File: src/hdl/lbp_3x3_image_stream_defines.svh
// Assertion macros shared by the LBP stream RTL.
// Uses the clk and rst_n names of the module that includes it.
`ifndef LBP_3X3_IMAGE_STREAM_DEFINES_SVH
`define LBP_3X3_IMAGE_STREAM_DEFINES_SVH

// Condition holds at every edge out of reset.
`define LBP_ASSERT_ALWAYS(lbl, cond, msg) \
  lbl: assert property (@(posedge clk) disable iff (!rst_n) (cond)) else $error(msg);

// Antecedent implies consequent at the same edge.
`define LBP_ASSERT_IMP(lbl, ante, cons, msg) \
  lbl: assert property (@(posedge clk) disable iff (!rst_n) (ante) |-> (cons)) \
    else $error(msg);

// Antecedent implies consequent at the next edge.
`define LBP_ASSERT_NEXT(lbl, ante, cons, msg) \
  lbl: assert property (@(posedge clk) disable iff (!rst_n) (ante) |=> (cons)) \
    else $error(msg);

`endif

File: src/hdl/lbp_pkg.sv
// Shared constants, types and helpers for the LBP stream block.
// No dependencies.
package lbp_pkg;

  localparam int MAX_WIDTH  = 1024;
  localparam int MAX_HEIGHT = 1024;
  localparam int PIX_W      = 8;
  localparam int DIM_W      = 11;
  localparam int COL_W      = $clog2(MAX_WIDTH);
  localparam int ROW_W      = $clog2(MAX_HEIGHT);
  localparam int NB_N       = 8;

  localparam logic [DIM_W-1:0] MIN_DIM      = DIM_W'(3);
  localparam logic [DIM_W-1:0] MAX_WIDTH_D  = DIM_W'(MAX_WIDTH);
  localparam logic [DIM_W-1:0] MAX_HEIGHT_D = DIM_W'(MAX_HEIGHT);
  localparam logic [DIM_W-1:0] RST_WIDTH    = DIM_W'(640);
  localparam logic [DIM_W-1:0] RST_HEIGHT   = DIM_W'(480);

  typedef enum logic [0:0] {
    REG_IMAGE_WIDTH  = 1'b0,
    REG_IMAGE_HEIGHT = 1'b1
  } reg_idx_t;

  typedef struct packed {
    logic emit;
    logic last;
  } lbp_ctl_t;

  function automatic logic [DIM_W-1:0] clamp_dim(input logic [DIM_W-1:0] v,
                                                 input logic [DIM_W-1:0] hi);
    logic [DIM_W-1:0] res;
    if (v < MIN_DIM) begin
      res = MIN_DIM;
    end else if (v > hi) begin
      res = hi;
    end else begin
      res = v;
    end
    return res;
  endfunction

endpackage

File: src/hdl/lbp_code_unit.sv
// Window columns, eight neighbor compares and the result output register.
// Depends on lbp_pkg and lbp_3x3_image_stream_defines.svh.
`include "lbp_3x3_image_stream_defines.svh"

module lbp_code_unit (
  input  logic                       clk,
  input  logic                       rst_n,
  input  logic                       s1_valid,
  input  lbp_pkg::lbp_ctl_t          s1_ctl,
  input  logic [lbp_pkg::PIX_W-1:0]  s1_pixel,
  input  logic [lbp_pkg::PIX_W-1:0]  s1_top,
  input  logic [lbp_pkg::PIX_W-1:0]  s1_mid,
  output logic                       advance,
  output logic                       out_valid,
  input  logic                       out_ready,
  output logic [lbp_pkg::PIX_W-1:0]  out_lbp_code,
  output logic                       out_frame_last
);

  logic [lbp_pkg::PIX_W-1:0] col_old_r [3];
  logic [lbp_pkg::PIX_W-1:0] col_new_r [3];
  logic [lbp_pkg::PIX_W-1:0] nb [lbp_pkg::NB_N];
  logic [lbp_pkg::PIX_W-1:0] center;
  logic [lbp_pkg::NB_N-1:0]  code_nxt;
  logic                      shift;
  logic                      out_valid_r;
  logic [lbp_pkg::PIX_W-1:0] out_code_r;
  logic                      out_last_r;

  assign advance = !out_valid_r || out_ready;
  assign shift   = s1_valid && advance;

  // center is the middle pixel of the middle column, held in col_new_r
  assign center = col_new_r[1];
  assign nb[0]  = col_old_r[0];
  assign nb[1]  = col_new_r[0];
  assign nb[2]  = s1_top;
  assign nb[3]  = col_old_r[1];
  assign nb[4]  = s1_mid;
  assign nb[5]  = col_old_r[2];
  assign nb[6]  = col_new_r[2];
  assign nb[7]  = s1_pixel;

  always_comb begin
    for (int k = 0; k < lbp_pkg::NB_N; k++) begin
      code_nxt[k] = (nb[k] >= center);
    end
  end

  always_ff @(posedge clk) begin
    if (shift) begin
      col_old_r[0] <= col_new_r[0];
      col_old_r[1] <= col_new_r[1];
      col_old_r[2] <= col_new_r[2];
      col_new_r[0] <= s1_top;
      col_new_r[1] <= s1_mid;
      col_new_r[2] <= s1_pixel;
      out_code_r   <= code_nxt;
      out_last_r   <= s1_ctl.last;
    end
  end

  always_ff @(posedge clk) begin
    if (!rst_n) begin
      out_valid_r <= 1'b0;
    end else if (advance) begin
      out_valid_r <= s1_valid && s1_ctl.emit;
    end
  end

  assign out_valid      = out_valid_r;
  assign out_lbp_code   = out_code_r;
  assign out_frame_last = out_last_r;

  `LBP_ASSERT_IMP(a_rise_from_emit, $rose(out_valid_r), $past(s1_valid && s1_ctl.emit), "result without an emitting item")

endmodule

File: config.mk
export PLATFORM = sky130hd
export DESIGN_NAME = lbp_code_unit
export DESIGN_NICKNAME = d
export VERILOG_FILES = /design/src/hdl/lbp_pkg.sv /design/src/hdl/lbp_code_unit.sv
export VERILOG_INCLUDE_DIRS = /design/src /design/src/hdl
export SDC_FILE = /design/constraint.sdc
export NUM_CORES = 1
export LEC_CHECK = 0
export ABC_AREA = 0
export BUFFER_PORTS_ARGS = -buffer_cell sky130_fd_sc_hd__buf_2
export CAP_MARGIN = 40
export CORE_MARGIN = 2
export CORE_UTILIZATION = 55
export CTS_CLUSTER_SIZE = 8
export DETAILED_ROUTE_END_ITERATION = 12
export PLACE_DENSITY = 0.86
export SLEW_MARGIN = 20
export SYNTH_ARGS = -nofsm -noshare
export SYNTH_HDL_FRONTEND = slang
export SYNTH_SLANG_ARGS = --single-unit
File: constraint.sdc
create_clock -name clk -period 5.4 [get_ports clk]
set_input_delay 0.27 -clock clk [delete_from_list [all_inputs] [get_ports clk]]
set_output_delay 0.27 -clock clk [all_outputs]
set_load 0.005 [all_outputs]
==> flow_summary_export.csv <==
group,metric,value,unit
layout,n_antenna_cell,0,
drt,drt_pass1_iterations,4,
drt,wire_per_inst,15.71,µm
timing,slew_headroom,0.5159,
placed_design,gp_congestion,0.7230,
clocking,clock_path_buffers,2,
timing,setup_slack,3.582,ns
global_routing,antenna_found_initial,0,
clocking,clkSinkCount,58,
critical_path,r2r_setup_slack,3.58,ns
drt,antenna_left,0,
critical_path,cp_cell_sequence,"inv_1 -> ha_1 -> a21o_1 -> a221oi_2 -> o21ai_1",
critical_path,crit_type,"register to register",
logic_synthesis,syn_area,0.003153,mm²
clocking,post_cts_buffers,0,
critical_path,crit_family,"compound AO/OA/AOI/OAI gates",
timing,fmax,550.0,MHz
global_routing,first_global_vias,1873,
clocking,h-tree-depth,3,
critical_path,required,5.47,ns
clocking,cts_hold_buf,0,
drt,num_vias,1889,
drt,routed_wl,5373,µm
logic_synthesis,ys_seq_area_frac,0.5492,
power,p_leak,1.734,nW
die,start_util,0.5726,
layout,area_growth,16.07,%
status,status,"complete, no violations",
timing,setup_violations,0,
clocking,clkTransAtPathRegs,0.07,ns
global_routing,grt_max_degree,58,
power,p_per_area,302.7,mW/mm²
clocking,cts_root_buffer,"clkbuf_8",
global_routing,track_usage,0.1893,
timing,finalCritPeriodShare,0.3367,
timing,worst_pin_slew,0.7262,ns
layout,nets,359,
die,io_pins,41,
critical_path,crit_path_end_kind,"register",
clocking,cts-buffers-inserted,9,
placed_design,portBuffers,40,
global_routing,grt_pass1_wl,8783,µm
critical_path,max_stage_delay,0.40,ns
logic_synthesis,synth_top_area_cell,"edfxtp_1",
logic_synthesis,synth_seq_cells,58,
critical_path,cp_num_buf_inv,1,
global_routing,grt_use_met2,0.3067,
die,die_h,79.72,µm
timing,rsz0062_at_grt,"false",
clocking,cts_tree,"built",
die,core,0.005507,mm²
min_path,hp-class,"primary input to register",
power,ir_worst_vdd,205.1,µV
timing,final-max-slew-violation-count,0,
critical_path,arrival,1.89,ns
global_routing,grt_use_met3,0.03846,
layout,fin_util,0.6646,
placed_design,pre_cts_slack,3.574,ns
timing,fin_worst_skew,0.008010,ns
clocking,cts_resized,0,
global_routing,met1_usage,0.2400,
timing,hold_viol,0,
global_routing,grt-busiest-layer,"met2",
timing,fin_crit,1.818,ns
layout,final_common_cell,"ha_1",
clocking,clk_latency,0.33,ns
logic_synthesis,yosys.cell_types.count,14,
critical_path,worstSetupStartpointType,"register",
logic_synthesis,synth.avg_cell_area,14.80,µm²
die,placementRows,27,
drt,drt-initial-drc-count,115,
layout,drive_gt1_frac,0.2704,
drt,drc,0,
die,die_area,0.006354,mm²
logic_synthesis,yosys_warnings,0,
layout,layout_common_cells,"ha_1 (64), edfxtp_1 (57), buf_2 (40)",
global_routing,grt_overflow,0,
power,power,1.108,mW
timing,setup_tns,0,ns
flow_run,cap_violations,0,
timing,timing.hold.ws,0.1237,ns
placed_design,dpl.hpwl,3868,µm
critical_path,cp_slowest_cell,"edfxtp_1",
drt,routed_via_density,5.523,
die,chipWidth,79.72,µm
logic_synthesis,synthCells,213,
critical_path,cp_max_fo,8,
logic_synthesis,synthTopCellsByArea,"edfxtp_1 (54%), ha_1 (25%), a21o_1 (5.7%)",
logic_synthesis,synth_top_area_frac,0.5429,
logic_synthesis,syn_nets,307,
[worst reg2reg max path, stage by stage (launching register included)]
cell      delay, ns
edfxtp_1       0.40
inv_1          0.32
ha_1           0.32
a21o_1         0.19
a221oi_2       0.23
o21ai_1        0.10
[cell usage after synthesis]
library cell and instances:
a21boi_1 1, a31oi_1 8, and3_2 8, edfxtp_1 57, a221oi_2 8, nand2b_1 9, a21o_1 24, nand2_1 1
nand3_1 8, and2_1 1, ha_1 64, dfxtp_1 1, o21ai_1 8, inv_1 15
[layer usage]
| metal | vias up | wire length, µm |
|---|---|---|
| met5 | - | 0 |
| met4 | 0 | 111 |
| met3 | 10 | 185 |
| met2 | 36 | 2668 |
| met1 | 893 | 2408 |
| li1 | 950 | - |
[final cells by class]
cell class	count	area, µm²
multi-input combinational	140	1366
timing repair buffer	41	207.7
clock buffer	9	123.9
clock inverter	7	83.83
sequential	58	1732
fill	398	1847
inverter	15	56.30
tap	72	90.09
[power breakdown]
group | switching [mW] | internal (mW) | leakage (nW)
Combinational | 0.0792 | 0.0678 | 1.06
Clock | 0.163 | 0.255 | 0.110
Sequential | 0.0115 | 0.531 | 0.564
[final timing paths]
check,cells past startpoint,from,end
max,5,col_new_r[0][12],out_lbp_code[4]
min,1,s1_ctl[0],out_frame_last
max reg2reg,5,col_new_r[0][12],out_lbp_code[4]
min reg2reg,0,col_new_r[0][16],col_old_r[0][16]
[flip-flops by register name, summed over array words and instances, names as in the netlist]
| name | cells |
|---|---|
| col_new_r | 24 |
| out_lbp_code | 8 |
| out_frame_last | 1 |
| col_old_r | 24 |
| out_valid | 1 |
[cell families (layout without fill, tap and decap cells)]
logic type / count (synthesis) / count (layout) / synth area share
compound gates: 49 / 49 / 0.1262
fa+ha+maj: 64 / 64 / 0.2540
buf+inv: 15 / 72 / 0.01786
flops: 58 / 58 / 0.5492
simple gates: 27 / 27 / 0.05278
[per-stage QoR]
step                instances  cell area [µm²]
floorplan                 213             3153
global placement          326             3452
detailed placement        326             3452
CTS                       342             3660
global route              342             3660
finish                    342             3660
Note: power is estimated with default switching activity, not from simulation.
